`config.mk`:
```
export PLATFORM = sky130hd
export DESIGN_NAME = bglc_ring
export DESIGN_NICKNAME = d
export VERILOG_FILES = /design/src/design/bglc_pkg.sv /design/src/design/bglc_ring.sv
export SDC_FILE = /design/constraint.sdc
export NUM_CORES = 1
export LEC_CHECK = 0
export BUFFER_PORTS_ARGS = -buffer_cell sky130_fd_sc_hd__buf_4
export CAP_MARGIN = 20
export CELL_PAD_IN_SITES_DETAIL_PLACEMENT = 1
export CELL_PAD_IN_SITES_GLOBAL_PLACEMENT = 2
export CORE_MARGIN = 3
export CORE_UTILIZATION = 45
export CTS_BUF_LIST = sky130_fd_sc_hd__clkbuf_8
export DETAILED_ROUTE_END_ITERATION = 16
export PLACE_DENSITY_LB_ADDON = 0.1
export SLEW_MARGIN = 20
export SYNTH_ARGS = -nofsm -noshare
export SYNTH_HDL_FRONTEND = slang
export SYNTH_SLANG_ARGS = --single-unit
```
`constraint.sdc`:
```
create_clock -name clk -period 3.2 [get_ports clk]
set_clock_uncertainty 0.05 [all_clocks]
set_input_delay 0.32 -clock clk [delete_from_list [all_inputs] [get_ports clk]]
set_output_delay 0.32 -clock clk [all_outputs]
set_load 0.05 [all_outputs]
```
`src/design/bglc_pkg.sv`:
```
// bglc_pkg: shared types, fixed-point constants and tables for the
// barometric ground-level calibrator. No dependencies.
package bglc_pkg;

	localparam int SAMPLE_W = 17;
	localparam int ALT_W    = 24;
	localparam int ACC_W    = 28;
	localparam int MEAN_W   = 25;
	localparam int LOG_W    = 35;

	localparam logic [16:0] SAMPLE_MAX   = 17'd110000;
	localparam logic [16:0] REF_PA       = 17'd101325;
	localparam logic [30:0] ONE_Q30      = 31'h4000_0000;
	localparam logic [29:0] HALF_Q30     = 30'h2000_0000;
	localparam logic [27:0] EXPO_Q30     = 28'd204327700;
	localparam logic [29:0] LN2_Q30      = 30'd744261118;
	localparam logic [22:0] ALT_SCALE_CM = 23'd4433000;
	localparam logic [3:0]  EXP_TERMS    = 4'd14;

	// log2 in Q30 by repeated squaring; only evaluated for constants
	function automatic logic [LOG_W-1:0] log2_q30_const(input logic [31:0] x);
		logic [63:0] m;
		logic [63:0] res;
		int          e;
		e = 0;
		for (int i = 1; i < 30; i++) begin
			if ((x >> i) != 32'd0) e = i;
		end
		m   = 64'(x) << (30 - e);
		res = 64'(e) << 30;
		for (int k = 1; k <= 30; k++) begin
			m = (m * m) >> 30;
			if (m >= (64'd1 << 31)) begin
				m   = m >> 1;
				res = res + (64'd1 << (30 - k));
			end
		end
		return res[LOG_W-1:0];
	endfunction

	localparam logic [LOG_W-1:0] LOG2_REF = log2_q30_const(32'(REF_PA));

	// floor(2^31 / n) for the series term divisors
	function automatic logic [31:0] recip_q31(input logic [3:0] n);
		logic [31:0] r;
		case (n)
			4'd1:    r = 32'd2147483648;
			4'd2:    r = 32'd1073741824;
			4'd3:    r = 32'd715827882;
			4'd4:    r = 32'd536870912;
			4'd5:    r = 32'd429496729;
			4'd6:    r = 32'd357913941;
			4'd7:    r = 32'd306783378;
			4'd8:    r = 32'd268435456;
			4'd9:    r = 32'd238609294;
			4'd10:   r = 32'd214748364;
			4'd11:   r = 32'd195225786;
			4'd12:   r = 32'd178956970;
			4'd13:   r = 32'd165191049;
			4'd14:   r = 32'd153391689;
			default: r = 32'd0;
		endcase
		return r;
	endfunction

	typedef struct packed {
		logic write;
		logic update;
	} ring_ctl_t;

	typedef enum logic [2:0] {
		TS_IDLE, TS_SUM, TS_DIVGO, TS_DIV, TS_ALTGO, TS_ALT, TS_PUT
	} top_state_t;

	typedef enum logic [3:0] {
		AS_IDLE, AS_SQ, AS_NRM, AS_DIF, AS_MUL, AS_RND, AS_T,
		AS_EM, AS_ER, AS_EC, AS_R, AS_MAG, AS_MM, AS_DONE
	} alt_state_t;

endpackage

```
`src/design/bglc_ring.sv`:
```
// bglc_ring: sample ring memory with per-entry valid bits and the running
// window sum (registered read-modify-write). Depends on bglc_pkg.
module bglc_ring #(
	parameter int DEPTH = 48,
	parameter int AW    = 6,
	parameter int SUM_W = 23
) (
	input  logic                           clk,
	input  logic                           arst_n,
	input  bglc_pkg::ring_ctl_t            ctl,
	input  logic [bglc_pkg::SAMPLE_W-1:0]  sample,
	output logic [SUM_W-1:0]               win_sum
);
	import bglc_pkg::*;

	logic [SAMPLE_W-1:0] mem [DEPTH];
	logic [DEPTH-1:0]    vld_q;
	logic [AW-1:0]       pos_q;
	logic [AW-1:0]       nxt;
	logic [SUM_W-1:0]    sum_q;
	logic [SAMPLE_W-1:0] rd_s1;
	logic [SAMPLE_W-1:0] x_s1;
	logic                rd_vld_s1;
	logic [SAMPLE_W-1:0] old;
	logic [SUM_W:0]      sum_add;

	assign nxt     = (pos_q == AW'(DEPTH - 1)) ? '0 : pos_q + 1'b1;
	assign old     = rd_vld_s1 ? rd_s1 : '0;
	assign sum_add = {1'b0, sum_q} + (SUM_W + 1)'(x_s1) - (SUM_W + 1)'(old);
	assign win_sum = sum_q;

	// write the current slot, read the one that leaves the window
	always_ff @(posedge clk) begin
		if (ctl.write) begin
			mem[pos_q] <= sample;
			rd_s1      <= mem[nxt];
			x_s1       <= sample;
		end
	end

	always_ff @(posedge clk or negedge arst_n) begin
		if (!arst_n) begin
			vld_q     <= '0;
			rd_vld_s1 <= 1'b0;
			pos_q     <= '0;
			sum_q     <= '0;
		end else begin
			if (ctl.write) begin
				vld_q[pos_q] <= 1'b1;
				rd_vld_s1    <= vld_q[nxt];
			end
			if (ctl.update) begin
				sum_q <= sum_add[SUM_W-1:0];
				pos_q <= nxt;
			end
		end
	end

endmodule

```
# == Word-level counts from Yosys, hierarchy flattened ==
# Memories as Yosys holds them, arrays and structs flattened. A register that Yosys moved wholly into a read port is not among the register bits.
# Index checks and enable logic that the tools add are counted.
# totals
latch_bits,0
out_inout_bits,23
register_bits,95
ramBits,816
elab_cells,23
n_memories,1
mem_bits_ro,0
# op_classes
shift,0
n_bitwise,1
n_eq_ne,1
div,0
n_reduce_logical,1
order_cmp,3
multipliers,0
n_addsub,3
muxes,8
# memory_table
memory,words,width,rd,rd_ports_with_merged_regs,write_ports,line_no,rtl
mem,48,17,1,1,1,bglc_ring.sv:16,logic [SAMPLE_W-1:0] mem [DEPTH];
# ops
op,n
OR 48 bit,1
adder 23 x 17 -> 23 bit,1
subtractor 23 x 17 -> 23 bit,1
two-way mux 17 bit,1
"< comparator 6 x 7 -> 1 bit, second input constant",2
"adder 6 x 1 -> 6 bit, second input constant",1
binary-select mux 1 bit (select 6 bit),1
demux 1 bit (select 6 bit),1
"== test 6 bit, second input constant",1
">= comparator 6 x 1 -> 1 bit, second input constant",1
two-way mux 6 bit,1
two-way mux 1 bit,4
logical AND 1 bit,1

# == Logic depth before layout (Yosys ltp) ==
# logic_depth
ltp_word,5
depth_mapped,14

# == Least setup slack after synthesis ==
# OpenSTA, ideal clock, no wires.
# synth_path
kind,register to register
startpoint,"register sum_q[1], in the netlist win_sum[1]"
endpoint,"register sum_q[14], in the netlist win_sum[14]"
required_ns,3.007
path_buffers,0
setup_slack_ns,-0.231
t_arrival_ns,3.237
path_stages_with_launch,13
cell_sequence,dfrtp_1 -> inv_1 -> fa_1 -> inv_1 -> fa_1 -> a21o_1 -> a221oi_1 -> nor3_1 -> or2_2 -> a21o_1 -> a21oi_1 -> xor2_1 -> mux2i_1
# synth_between
elab_chain_len,2
# synth_lines
item,line_no,rtl
start: declaration,bglc_ring.sv:20,logic [SUM_W-1:0] sum_q;
start signal: assignment,bglc_ring.sv:53,sum_q <= sum_add[SUM_W-1:0];
adder 23 x 17 -> 23 bit,bglc_ring.sv:29,"assign sum_add = {1'b0, sum_q} + (SUM_W + 1)'(x_s1) - (SUM_W + 1)'(old);"
subtractor 23 x 17 -> 23 bit,bglc_ring.sv:29,
# Every way passes these cells.
# A chain may end at the register's enable or synchronous reset.

# == Final worst setup path ==
# layout_path
startpoint,register rd_vld_s1
endpoint,"register sum_q[22], in the netlist win_sum[22]"
# layout_between
elab_chain_len,2
# layout_lines
item,line_no,rtl
start: declaration,bglc_ring.sv:23,logic rd_vld_s1;
start signal: assignment,bglc_ring.sv:50,rd_vld_s1 <= vld_q[nxt];
two-way mux 17 bit,bglc_ring.sv:28,assign old = rd_vld_s1 ? rd_s1 : '0;
subtractor 23 x 17 -> 23 bit,bglc_ring.sv:29,
# Every way passes these cells.

==> qor.yml <==
status:
  outcome: "finished, final reports clean"
logic_synthesis:
  synth_warnings: 0
  netlist_area_mm2: 0.0376
  avgSynthCellArea_um2: 16.4
  yosysTopAreaCell: "edfxtp_1"
  yosysSeqAreaShare_pct: 73.1
  synthTopCellsByArea: "edfxtp_1 68%, mux4_2 8.0%, dfrtp_1 5.2%"
  synth_flop_cell: "edfxtp_1"
  synth-seq-cells: 928
  synth_top_area_share_pct: 67.9
  synthesis.instances: 2291
  synthArstFlopShare_pct: 8.41
  synth_nets: 2353
  synth_cell_types: 53
  synth-edff-count: 850
global_routing:
  first_global_vias: 23196
  grt_pass1_wl_um: 160000
  grt_max_degree: 59
  overflow: 0
  antenna_found_initial: 11
  grt_use_total_pct: 25.7
clock_network:
  clk_pin_slew_ps: 60
  clock_path_buffers: 3
  cts_sinks: 928
  htree_levels: 4
  numCtsBuffers: 157
  cts_tree: "built"
  root_buffer: "clkbuf_8"
  clk_latency_ps: 800
timing:
  hold_ws_ps: 77.5
  grt_setup_unrepaired: "true"
  final_max_slew_viol_count: 0
  max_slew_margin_pct: 40.9
  fin_crit_sh_pct: 99.5
  period_needed_ps: 3180
  fmax_mhz: 314
  finalSetupViolations: 0
  timing.final.hold_violations: 0
  worst_slew_pin_slew_ps: 886
detailed_routing:
  dr_wl_met3_um: 7080
  wl_met1_um: 47800
  vias: 21996
  top_layer_used: "met5"
  ant_nets: 0
  firstDrtPassIters: 6
  drc: 0
  wl_met2_um: 52400
  drt_iter0_drc: 1809
  post_drt_wl_per_cell_um: 28.7
  finalWirelength_um: 110000
  vias_per_cell: 5.75
placed_design:
  dp_cells: 3499
  io_buffers: 43
  place.gp.congestion: 0.826
  place_hpwl_um: 65900
floorplan:
  die_w_um: 295
  start_util_pct: 45.6
  dieArea_mm2: 0.0870
  row_count: 105
  design.core.area_mm2: 0.0824
  boundaryPins: 44
  fp.dieH_um: 295
setup_path:
  cp-end-kind: "flop"
  path_class: "reg2reg"
  cpPeakStageDelay_ps: 490
  path_max_fanout: 8
  start_kind: "flop"
  reg2regPathDepth: 12
  r2r_end: "win_sum[22]"
  path_buf_inv: 1
  required_ps: 3860
  worstPathCellList: "and2_4 -> fa_1 -> inv_2 -> fa_2 -> a21o_1 -> a221oi_4 -> nor3_4 -> o21ai_2 -> a21oi_2 -> a31o_2 -> o211ai_1 -> xor2_1"
  critPathTopFamily: "compound AO/OA/AOI/OAI gates"
  reg2reg_from: "rd_vld_s1"
  r2r_slack_ps: 20
  crit_slowest_cell: "fa_1"
  arrival_ps: 3840
cells_and_area:
  final_cell_mix: "850 x edfxtp_1, 349 x nand2_1, 232 x buf_4, 168 x clkbuf_8, 134 x mux4_2"
  final_cells: 3827
  area_growth_pct: 18.3
  layout_commonest_cell: "edfxtp_1"
  nets: 2688
  final_util_pct: 54.0
  drive_gt1_share_pct: 28.5
power:
  p_switching_w: 0.0202
  vdd.ir_drop.worst_uv: 609
  intPower_w: 0.0300
  powerDensity_mw_per_mm2: 1130
  seqPwrFrac_pct: 29.7
  p_comb_share_pct: 51.0
  swShare_pct: 40.2
  total_power_w: 0.0501
  pwr-share-clk_pct: 19.3
  power.leakage_nw: 15.9
run:
  cap_violations: 0
worst_hold_path:
  hold_path_class: "in2reg"
  whs_path_depth: 1
  min_from: "sample[3]"
  hold_end: "mem[10][3]"
==> sequential cells by signal, summed over array words and instances (netlist names) <==
name	cells
mem	816
x_s1	17
rd_s1	17
pos_q	6
rd_vld_s1	1
win_sum	23
vld_q	48
==> power groups by stage <==
stage | sequential [W] | combinational (W) | clock [W]
floorplan | 0.0155 | 0.0126 | 0
global placement | 0.0151 | 0.0238 | 0
detailed placement | 0.0151 | 0.0241 | 0
CTS | 0.0149 | 0.0249 | 0.00993
global route | 0.0150 | 0.0274 | 0.0105
finish | 0.0149 | 0.0256 | 0.00966
==> worst max-delay path by stage <==
stage,startpoint,endpoint,cells past startpoint
floorplan,win_sum[9],win_sum[14],11
global placement,pos_q[0],rd_vld_s1,11
detailed placement,pos_q[0],rd_vld_s1,11
CTS,rd_vld_s1,win_sum[14],13
global route,rd_vld_s1,win_sum[14],12
finish,rd_vld_s1,win_sum[22],12
==> synth_stat cells, drive strengths merged, types with 5 or more instances <==
master	n
and3	6
fa	17
mux2	5
o2111ai	17
buf	64
o21ai	47
edfxtp	850
inv	72
clkbuf	59
nor2	67
a221oi	15
a21o	18
nor2b	8
mux2i	76
nand2	351
dfrtp	78
nand2b	7
xor2	11
mux4	134
a32oi	17
ha	24
a22oi	17
nand3	119
a21oi	28
nand4	7
a31oi	55
or2	51
nor3	15
and2	19
xnor2	11
==> metrics by stage <==
stage | instance area (um^2) | setup WS, ps | setup TNS [ps]
2_1_floorplan | 37600 | 13.5 | 0
3_3_place_gp | 40800 | -401 | -1670
3_5_place_dp | 40800 | -396 | -2480
4_1_cts | 44100 | -2.37 | -6.93
5_1_grt | 44400 | -116 | -662
6_report | 44500 | 17.2 | 0
==> per-layer routing <==
layer,up-vias,GRT usage [%]
met1,11613,36.1
met3,168,5.21
met5,-,0
li1,9501,-
met2,712,41.1
met4,2,7.58
==> timing repair <==
action	in CTS	in global routing
pin swaps	12	17
endpoints found under the setup margin	25	28
resized for setup	40	46
endpoints found under the hold margin	483	0
cloned	3	3
buffers inserted	6	9
hold buffers	17	0
==> cell families after synthesis <==
group / synth area share [%]
flip-flops: 73.1
AND/OR/NAND/NOR: 7.71
AO/OA/AOI/OAI: 4.23
multiplexers: 10.2
buffers and inverters: 2.50
adder cells (fa/ha/maj): 1.71
XOR/XNOR: 0.513
==> final cells by class <==
type                            instances  area (um^2)
Fill cell                            7763        37900
Sequential cell                       928        27500
Multi-Input combinational cell       1168         9610
Timing Repair Buffer                  299         2900
Clock buffer                          168         2310
Tap cell                             1070         1340
Clock inverter                        117          526
Inverter                               72          270
Antenna cell                            5         12.5
(Power assumes the default switching activity.)
