[src/design/bglc_div.sv]
// bglc_div: division by a constant divisor through a reciprocal multiply and one
// correction step, both registered. No package dependency.
module bglc_div #(
	parameter int NUM_W   = 31,
	parameter int DIVISOR = 47
) (
	input  logic             clk,
	input  logic             arst_n,
	input  logic             start,
	input  logic [NUM_W-1:0] num,
	output logic             done,
	output logic [NUM_W-1:0] quo
);
	// floor(2^NUM_W / DIVISOR): the estimate is exact or one low
	localparam logic [NUM_W:0]   RECIP = (NUM_W + 1)'((64'd1 << NUM_W) / 64'(DIVISOR));
	localparam logic [NUM_W-1:0] DIV_K = NUM_W'(DIVISOR);

	logic                   busy_s1;
	logic [NUM_W-1:0]       num_s1;
	logic [2*NUM_W-1:0]     prod_s1;
	logic                   done_q;
	logic [NUM_W-1:0]       quo_q;
	logic [NUM_W-1:0]       est;
	logic [NUM_W-1:0]       rem;

	assign est  = prod_s1[2*NUM_W-1:NUM_W];
	assign rem  = num_s1 - est * DIV_K;
	assign done = done_q;
	assign quo  = quo_q;

	always_ff @(posedge clk or negedge arst_n) begin
		if (!arst_n) begin
			busy_s1 <= 1'b0;
			done_q  <= 1'b0;
		end else begin
			busy_s1 <= start;
			done_q  <= busy_s1;
		end
	end

	always_ff @(posedge clk) begin
		if (start) begin
			num_s1  <= num;
			prod_s1 <= (2*NUM_W)'(num) * (2*NUM_W)'(RECIP);
		end
		if (busy_s1) quo_q <= (rem >= DIV_K) ? est + 1'b1 : est;
	end

endmodule

[config.mk]
export PLATFORM = sky130hd
export DESIGN_NAME = bglc_div
export DESIGN_NICKNAME = d
export VERILOG_FILES = /design/src/design/bglc_div.sv
export SDC_FILE = /design/constraint.sdc
export NUM_CORES = 1
export LEC_CHECK = 0
export BUFFER_PORTS_ARGS = -buffer_cell sky130_fd_sc_hd__clkbuf_2
export CAP_MARGIN = 20
export CORE_ASPECT_RATIO = 0.5
export CORE_MARGIN = 8
export CORE_UTILIZATION = 70
export DETAILED_ROUTE_END_ITERATION = 6
export PLACE_DENSITY = 0.92
export SYNTH_ARGS = -nofsm -noshare
export SYNTH_HDL_FRONTEND = slang
export SYNTH_SLANG_ARGS = --single-unit
[constraint.sdc]
create_clock -name clk -period 16.35 [get_ports clk]
set_input_delay 1.635 -clock clk [delete_from_list [all_inputs] [get_ports clk]]
set_output_delay 1.635 -clock clk [all_outputs]
set_load 0.01 [all_outputs]
* Yosys cells after proc, flatten, opt, wreduce, memory -nomap -nowiden
Cells that the tools add are included.
** Storage, ports and cells
- Bits in registers :: 117
- Logic and storage cells :: 12
** Operators by class
- Add/sub/neg operators :: 2
- Multipliers :: 2
- $lt $le $gt $ge :: 1
- Mux-type cells :: 1
** Operators by type and width (number)
- $mul A31 B26 Y57 const B :: 1
- $ge A31 B6 Y1 const B :: 1
- $mul A26 B6 Y31 const B :: 1
- $sub A31 B31 Y31 :: 1
- $add A26 B1 Y27 const B :: 1
- $mux W26 :: 1

* Logic depth before layout (Yosys ltp)
Gate-level depths: netlist of the first run.
- Depth after elaboration :: 4
- Gate-level depth with buffers :: 24

* Worst setup path after synthesis of the first run
No wires, ideal clock.
- Kind :: in2reg
- Start point :: input port num[11]
- End point :: register prod_s1[38] (data pin)
- Setup time :: 0.258 ns
- Arrival :: 6.880 ns
- Data required time :: 16.092 ns
- Path slack :: 9.212 ns
- Stages :: 24
- Buffers on the path :: 0
- Cells stage by stage :: ha_1 -> ha_1 -> inv_1 -> fa_1 -> inv_1 -> fa_1 -> inv_1 -> fa_1 -> inv_1 -> fa_1 -> inv_1 -> fa_1 -> inv_1 -> ha_1 -> nand3_1 -> nor2_1 -> a221oi_1 -> o21ai_0 -> nor2_1 -> o21ai_0 -> a21o_1 -> a21o_1 -> a21oi_1 -> xnor2_1
** On the way
- Word-level cells in the longest chain between the ends :: 1
** Ends and longest elaborated chain
- from (decl) :: line 10 : input logic [NUM_W-1:0] num,
- $mul A31 B26 Y57 :: line 44 : prod_s1 <= (2*NUM_W)'(num) * (2*NUM_W)'(RECIP);
- to (signal assigned) :: line 44
- to (decl) :: line 20 : logic [2*NUM_W-1:0] prod_s1;
No other way between the ends.
A chain may end at the register's enable or synchronous reset.

* Final worst setup path of the first run
- Start point :: input port num[11]
- End point :: register prod_s1[53] (data pin)
Same word-level chain as after synthesis.

==> flow_summary.yaml, run 1 <==
logic_synthesis:
  yosysWarnings: 0
  avgSynthCellArea_sq_um: 10.07
  syn-cell-area_sq_mm: 0.02005
  ys_types: 70
  synth_seq_cells: 86
  synth-seq-area-share_pct: 12.83
  ys.flop_type: "edfxtp_1"
  synth_top_cell_by_area: "fa_1"
  synth.area.top_cells: "fa_1 33%, ha_1 26%, edfxtp_1 13%"
  async_flop_share_pct: 2.326
  synth-edff-count: 84
  synth_top_area_share_pct: 32.55
  netlist_instances: 1991
sta:
  worst_pin_slew_ns: 0.8978
  drv_slew: 0
  clock.fmax_ghz: 0.1275
  clock_skew_ns: 0.01065
  tns_ns: 0
  timing.final.crit_share_pct: 47.96
  finalSetupViolations: 0
  max-slew-margin-rel_pct: 39.37
  period_minus_slack_ns: 7.842
  finalHoldViolations: 0
  rsz0062_at_grt: "false"
grt:
  grt_max_degree: 59
  grt-ovfl-total: 0
  met3_usage_pct: 9.818
  groute.usage.overall_pct: 30.72
  met1_usage_pct: 36.69
  top_usage_layer: "met2"
  global_route.usage.met2_pct: 51.20
  grt_pass1_wl_mm: 83.28
  grt_pass1_vias: 16180
  antenna_found_initial: 0
worst_setup_path:
  r2r-start: "prod_s1[51]"
  cp_max_fo: 10
  required_ns: 16.47
  rrSetupSlack_ns: 9.38
  timing.rr.end: "quo[26]"
  end_kind: "register"
  arrival_ns: 7.96
  reg2reg_depth: 22
  path_class: "in2reg"
  crit_path_frequent_cell: "inv_1"
  slowest_stage: "fa_1"
  startpoint_type: "primary input"
  cp_slowest_stage_delay_ns: 0.54
clocking:
  htree_levels: 3
  cts_buffers: 9
  cts_sinks: 86
  postCtsHoldBufs: 0
  post-cts-setup-buffers: 0
  cts_tree: "done"
  clockRootBuffer: "clkbuf_16"
  clk_latency_ns: 0.37
  cts_resized: 0
  path_clk_slew_ns: 0.07
  clockBufferDepth: 2
floorplanning:
  die_x_um: 255.4
  core_sq_mm: 0.02792
  dieHeight_um: 135.7
  start_util_pct: 71.82
  rows: 43
  ioPinCount: 66
  dieArea_sq_mm: 0.03465
place:
  gp_congestion: 1.009
  dpl.hpwl_mm: 43.25
  place.port_buffers: 61
drt:
  drc: 0
  wl_per_cell_um: 21.13
  vias: 14570
  viasPerCell: 5.977
  ant_nets: 0
  drt-total-wl_mm: 51.49
  drt-initial-drc-count: 1263
  drt_pass1_iterations: 7
job:
  max-cap-violations: 0
status:
  status: "completed"
finish:
  nNetsFinal: 2830
  drive_gt1_share_pct: 4.625
  syn_to_final_growth_pct: 5.179
worst_hold_path:
  min_to: "done"
  holdCritStartpoint: "busy_s1"
  hold_depth: 1
  hold_class: "reg2reg"
## layer usage
layer / vias to the layer above / share of wire (%)
met1: 7123 / 38
met5: - / 0
met2: 792 / 46
li1: 6431 / -
met3: 220 / 11
met4: 0 / 4.9
## layout by cell type (no fill, tap or decap), types with 5 or more instances in the layout
cell and count:
a211oi_1 6, a21o_1 30, a21oi_1 79, a31oi_1 5
and2_1 8, and3_1 15, clkbuf_16 9, clkbuf_2 61
edfxtp_1 84, fa_1 326, ha_1 421, inv_1 606
nand2_1 56, nand2b_1 11, nand3_1 26, nand4_1 19
nor2_1 43, nor2b_1 8, nor3_1 17, nor3b_1 5
nor4_1 6, o211ai_1 15, o21a_1 7, o21ai_0 40
o21bai_1 7, xnor2_1 42, xor2_1 28
## metrics by stage
stage	util, %	setup WS [ns]	instances	cell area (sq um)	hold WS (ns)
floorplan	-	9.212	1994	20060	0.6714
global placement	74.35	8.412	2420	20760	0.6980
detailed placement	74.35	8.218	2420	20760	0.6994
CTS	75.53	8.593	2436	21090	0.7091
global route	75.53	8.124	2436	21090	0.7430
finish	75.53	8.508	2437	21090	0.7061
## sequential cells by signal, summed over array words and instances (netlist names)
register  cells
prod_s1      26
done          1
num_s1       31
quo          27
busy_s1       1
## Yosys cell counts (3+ instances only)
cell type,instances
and2_1,8
xor2_1,28
nor2_1,43
buf_2,3
edfxtp_1,84
o211ai_1,15
nand2_1,56
buf_4,6
nand4_1,19
a211oi_1,6
nor3b_1,5
or3_1,3
inv_1,606
nor3_1,17
clkbuf_1,10
and3_1,15
fa_1,326
a211o_1,3
o221ai_1,3
o21bai_1,7
nor2b_1,8
a31oi_1,5
nand3_1,26
a21o_1,30
a21oi_1,79
ha_1,421
and4_1,4
a31o_2,3
nor4_1,6
o21a_1,7
xnor2_1,42
nand2b_1,11
a21boi_0,3
o21ai_0,40
## worst max path at each step
stage                        from          end  cells after the start
after floorplan           num[11]  prod_s1[38]                     24
after global placement    num[12]  prod_s1[53]                     25
after detailed placement  num[12]  prod_s1[53]                     25
after CTS                 num[12]  prod_s1[53]                     25
after global routing       num[9]  prod_s1[55]                     23
final                     num[11]  prod_s1[53]                     25
## area by class of cell
cell class / count / area, sq um
multi-input cells: 1280 / 15100
fillers: 1719 / 6832
clock buffers: 9 / 225.2
diodes: 1 / 2.502
inverters: 608 / 2282
well taps: 382 / 478.0
flip-flops and latches: 86 / 2572
clock inverters: 7 / 102.6
repair buffers: 64 / 327.8
## worst max-delay path, delay by kind of cell
family,cells,cell delay [ns]
compound gates,6,1.56
xor+xnor,1,0.07
fa+ha+maj,8,3.56
buf+inv,7,0.55
simple gates,3,0.54
## logic make-up (layout without fill, tap and decap cells)
logic type | after synthesis | after routing | share of synthesized area [%]
flops | 86 | 86 | 12.83
fa+ha+maj | 747 | 747 | 58.81
buf+inv | 628 | 688 | 11.92
xor+xnor | 70 | 70 | 3.057
other cells | 1 | 5 | 0.01870
simple gates | 230 | 230 | 5.846
compound gates | 226 | 226 | 7.357
mux | 3 | 3 | 0.1560
Power of run 1 is not shown: default switching activity piles up to over one toggle a cycle in this logic, so the estimate is an artifact.
==> run 2, diff against run 1 <==
--- a/config.mk
+++ b/config.mk
@@ -5,13 +5,14 @@
 export SDC_FILE = /design/constraint.sdc
 export NUM_CORES = 1
 export LEC_CHECK = 0
+export ABC_AREA = 1
 export BUFFER_PORTS_ARGS = -buffer_cell sky130_fd_sc_hd__clkbuf_2
 export CAP_MARGIN = 20
 export CORE_ASPECT_RATIO = 0.5
 export CORE_MARGIN = 8
-export CORE_UTILIZATION = 70
+export CORE_UTILIZATION = 60
 export DETAILED_ROUTE_END_ITERATION = 6
-export PLACE_DENSITY = 0.92
+export PLACE_DENSITY = 0.84
 export SYNTH_ARGS = -nofsm -noshare
 export SYNTH_HDL_FRONTEND = slang
 export SYNTH_SLANG_ARGS = --single-unit
==> constraint.sdc (replaced) <==
create_clock -name clk -period 6.75 [get_ports clk]
set_input_delay 0.675 -clock clk [delete_from_list [all_inputs] [get_ports clk]]
set_output_delay 0.675 -clock clk [all_outputs]
set_load 0.01 [all_outputs]
==> run 2 against run 1 <==
Against the previous run: global-route usage fell by 1.9 points; first-iteration DRC count rose by 33%; non-clock buffer count rose by 17; utilization fell by 12 points; worst hold slack got worse by 0.63 ns; register-to-register slack got worse by 8.6 ns; design area rose by 13%; area after synthesis rose by 12%; worst setup slack got worse by 7.9 ns; critical path depth fell by 5; sequential share of layout area fell by 1.4 points; critical endpoint is now prod_s1[40]; largest cell class unchanged; highest routed layer unchanged.
==> flow_summary.yaml, run 2 <==
sta:
  clock.fmax_ghz: 0.1622
  fin_ws_ns: 0.5854
  tns_ns: 0
  period_minus_slack_ns: 6.165
  drv_slew: 0
  hold_slack_ns: 0.08107
  finalHoldViolations: 0
  clock_skew_ns: 0.02503
  worst_pin_slew_ns: 0.8169
  finalSetupViolations: 0
  max-slew-margin-rel_pct: 45.54
  timing.final.crit_share_pct: 91.33
  rsz0062_at_grt: "false"
drt:
  drc: 0
  drt-total-wl_mm: 62.72
  drt_pass1_iterations: 6
  ant_nets: 0
  vias: 17990
  wl_per_cell_um: 19.09
  viasPerCell: 5.477
  drt-initial-drc-count: 1683
logic_synthesis:
  synth-edff-count: 84
  synth.area.top_cells: "fa_1 29%, ha_1 23%, inv_1 14%"
  yosys.area_share.simple_pct: 15.28
  ys_types: 43
  synth_top_area_share_pct: 29.07
  yosysMostFrequentCell: "inv_1"
  synth_xor_area_share_pct: 2.185
  synth_seq_cells: 86
  synth_top_cell_by_area: "fa_1"
  netlist_instances: 2703
  synth_top_family_by_area: "adder cells"
  async_flop_share_pct: 2.326
  yosysWarnings: 0
  avgSynthCellArea_sq_um: 8.306
  synth_top_cells_by_count: "819 x inv_1, 462 x nand2_1, 421 x ha_1"
  synth-seq-area-share_pct: 11.46
  ys.flop_type: "edfxtp_1"
  synth_compound_area_share_pct: 4.375
  synth_mux_area_share_pct: 0
  syn-cell-area_sq_mm: 0.02245
  yosys.area_share.adder_pct: 52.53
worst_setup_path:
  r2r-start: "prod_s1[47]"
  path_class: "in2reg"
  arrival_ns: 6.28
  crit_buf_inv: 5
  cp_slowest_stage_delay_ns: 0.58
  startpoint: "num[5]"
  cp_max_fo: 8
  crit_path_frequent_cell: "fa_1"
  slowest_stage: "fa_1"
  end_kind: "register"
  required_ns: 6.87
  startpoint_type: "primary input"
  crit_family: "adder cells"
  worstPathCellList: "clkbuf_2 > ha_1 > inv_1 > fa_1 > inv_1 > fa_1 > fa_1 > fa_1 > inv_1 > fa_1 > fa_1 > inv_1 > ha_1 > a21oi_1 > o21ai_0 > a21boi_0 > o21ai_0 > a21o_1 > a21oi_1 > xor2_1"
grt:
  grt_pass1_vias: 18730
  top_usage_layer: "met2"
  grt_max_degree: 59
  met3_usage_pct: 4.303
  grt_pass1_wl_mm: 99.57
  groute.usage.overall_pct: 28.85
  met1_usage_pct: 40.67
  grt-ovfl-total: 0
  global_route.usage.met2_pct: 45.50
  antenna_found_initial: 2
floorplanning:
  core_sq_mm: 0.03716
  dieArea_sq_mm: 0.04424
  ioPinCount: 66
  start_util_pct: 60.42
  dieHeight_um: 152.8
  rows: 50
  die_x_um: 289.6
status:
  status: "completed"
clocking:
  postCtsHoldBufs: 0
  clk_latency_ns: 0.37
  cts_resized: 0
  htree_levels: 3
  post-cts-setup-buffers: 0
  path_clk_slew_ns: 0.08
  cts_sinks: 86
  clockBufferDepth: 2
  cts_tree: "done"
  cts_buffers: 9
  clockRootBuffer: "clkbuf_16"
finish:
  drive_gt1_share_pct: 4.443
  largest_register: "num_s1"
  fin_cells: 3285
  fillerInstances: 3066
  layout_common_cells: "819 x inv_1, 462 x nand2_1, 421 x ha_1"
  largest_reg_flops: 31
  layout_commonest_cell: "inv_1"
  syn_to_final_growth_pct: 5.829
  nNetsFinal: 3567
  diodes: 0
place:
  gp_congestion: 1.010
  place.port_buffers: 61
  dpl.hpwl_mm: 55.09
  place_ws_ns: 0.2954
  dp_cells: 3268
worst_hold_path:
  hold_class: "in2async"
job:
  max-cap-violations: 0
==> run 2: cell types whose count changed in the layout (fill, tap and decap cells not counted), sizes merged, moves of 12 or more <==
cell    change
nand3      +51
inv       +211
nor2      +119
o211ai     -14
nand4      +31
a21o       -20
buf        +17
nand2     +412
xor2       +12
xnor2      -26
==> run 2: cells by family after synthesis <==
logic type / Yosys count
other: 1
and+or+nand+nor: 803
xor gates and xnor gates: 56
AOI/OAI and AO/OA: 177
buffers and inverters: 833
adders and majority gates: 747
DFF: 86
==> run 2: cell type report <==
cell class / instances / area [sq um] / area share [%]
Multi-Input combinational cell: 1787 / 16710 / 70.33
Inverter: 821 / 3082 / 12.97
Clock buffer: 9 / 225.2 / 0.9479
Clock inverter: 7 / 76.32 / 0.3212
Sequential cell: 86 / 2572 / 10.83
Timing Repair Buffer: 81 / 475.5 / 2.001
Tap cell: 494 / 618.1 / 2.601
==> run 2: worst register-to-register path, delay by kind of cell, from the launching register on <==
family | cells | cell delay [ns]
adders and majority gates | 5 | 2.51
and+or+nand+nor | 11 | 2.13
buffers and inverters | 3 | 0.41
DFF | 1 | 0.71
==> run 2: path summary, 6_finish.rpt <==
path | end | slack (ns) | depth (start not counted)
max in group asynchronous | done | 6.57 | 1
setup reg to reg | quo[25] | 0.75 | 19
hold / removal | busy_s1 | 0.08 | 1
min in group clk | done | 0.54 | 0
hold reg to reg | done | 0.54 | 0
setup / recovery | prod_s1[40] | 0.59 | 20
==> run 2: layer usage <==
layer	part of all wire [%]	vias up
li1	-	8404
met1	44	8640
met2	44	806
met3	9.3	143
met4	3.4	0
met5	0	-
==> run 2: per-stage QoR <==
stage,util (%),area [sq um]
finish,63.94,23760
global route,63.94,23760
CTS,63.87,23730
detailed placement,63.05,23430
global placement,63.05,23430
floorplan,-,22460
Power of run 2 is left out for the same reason.
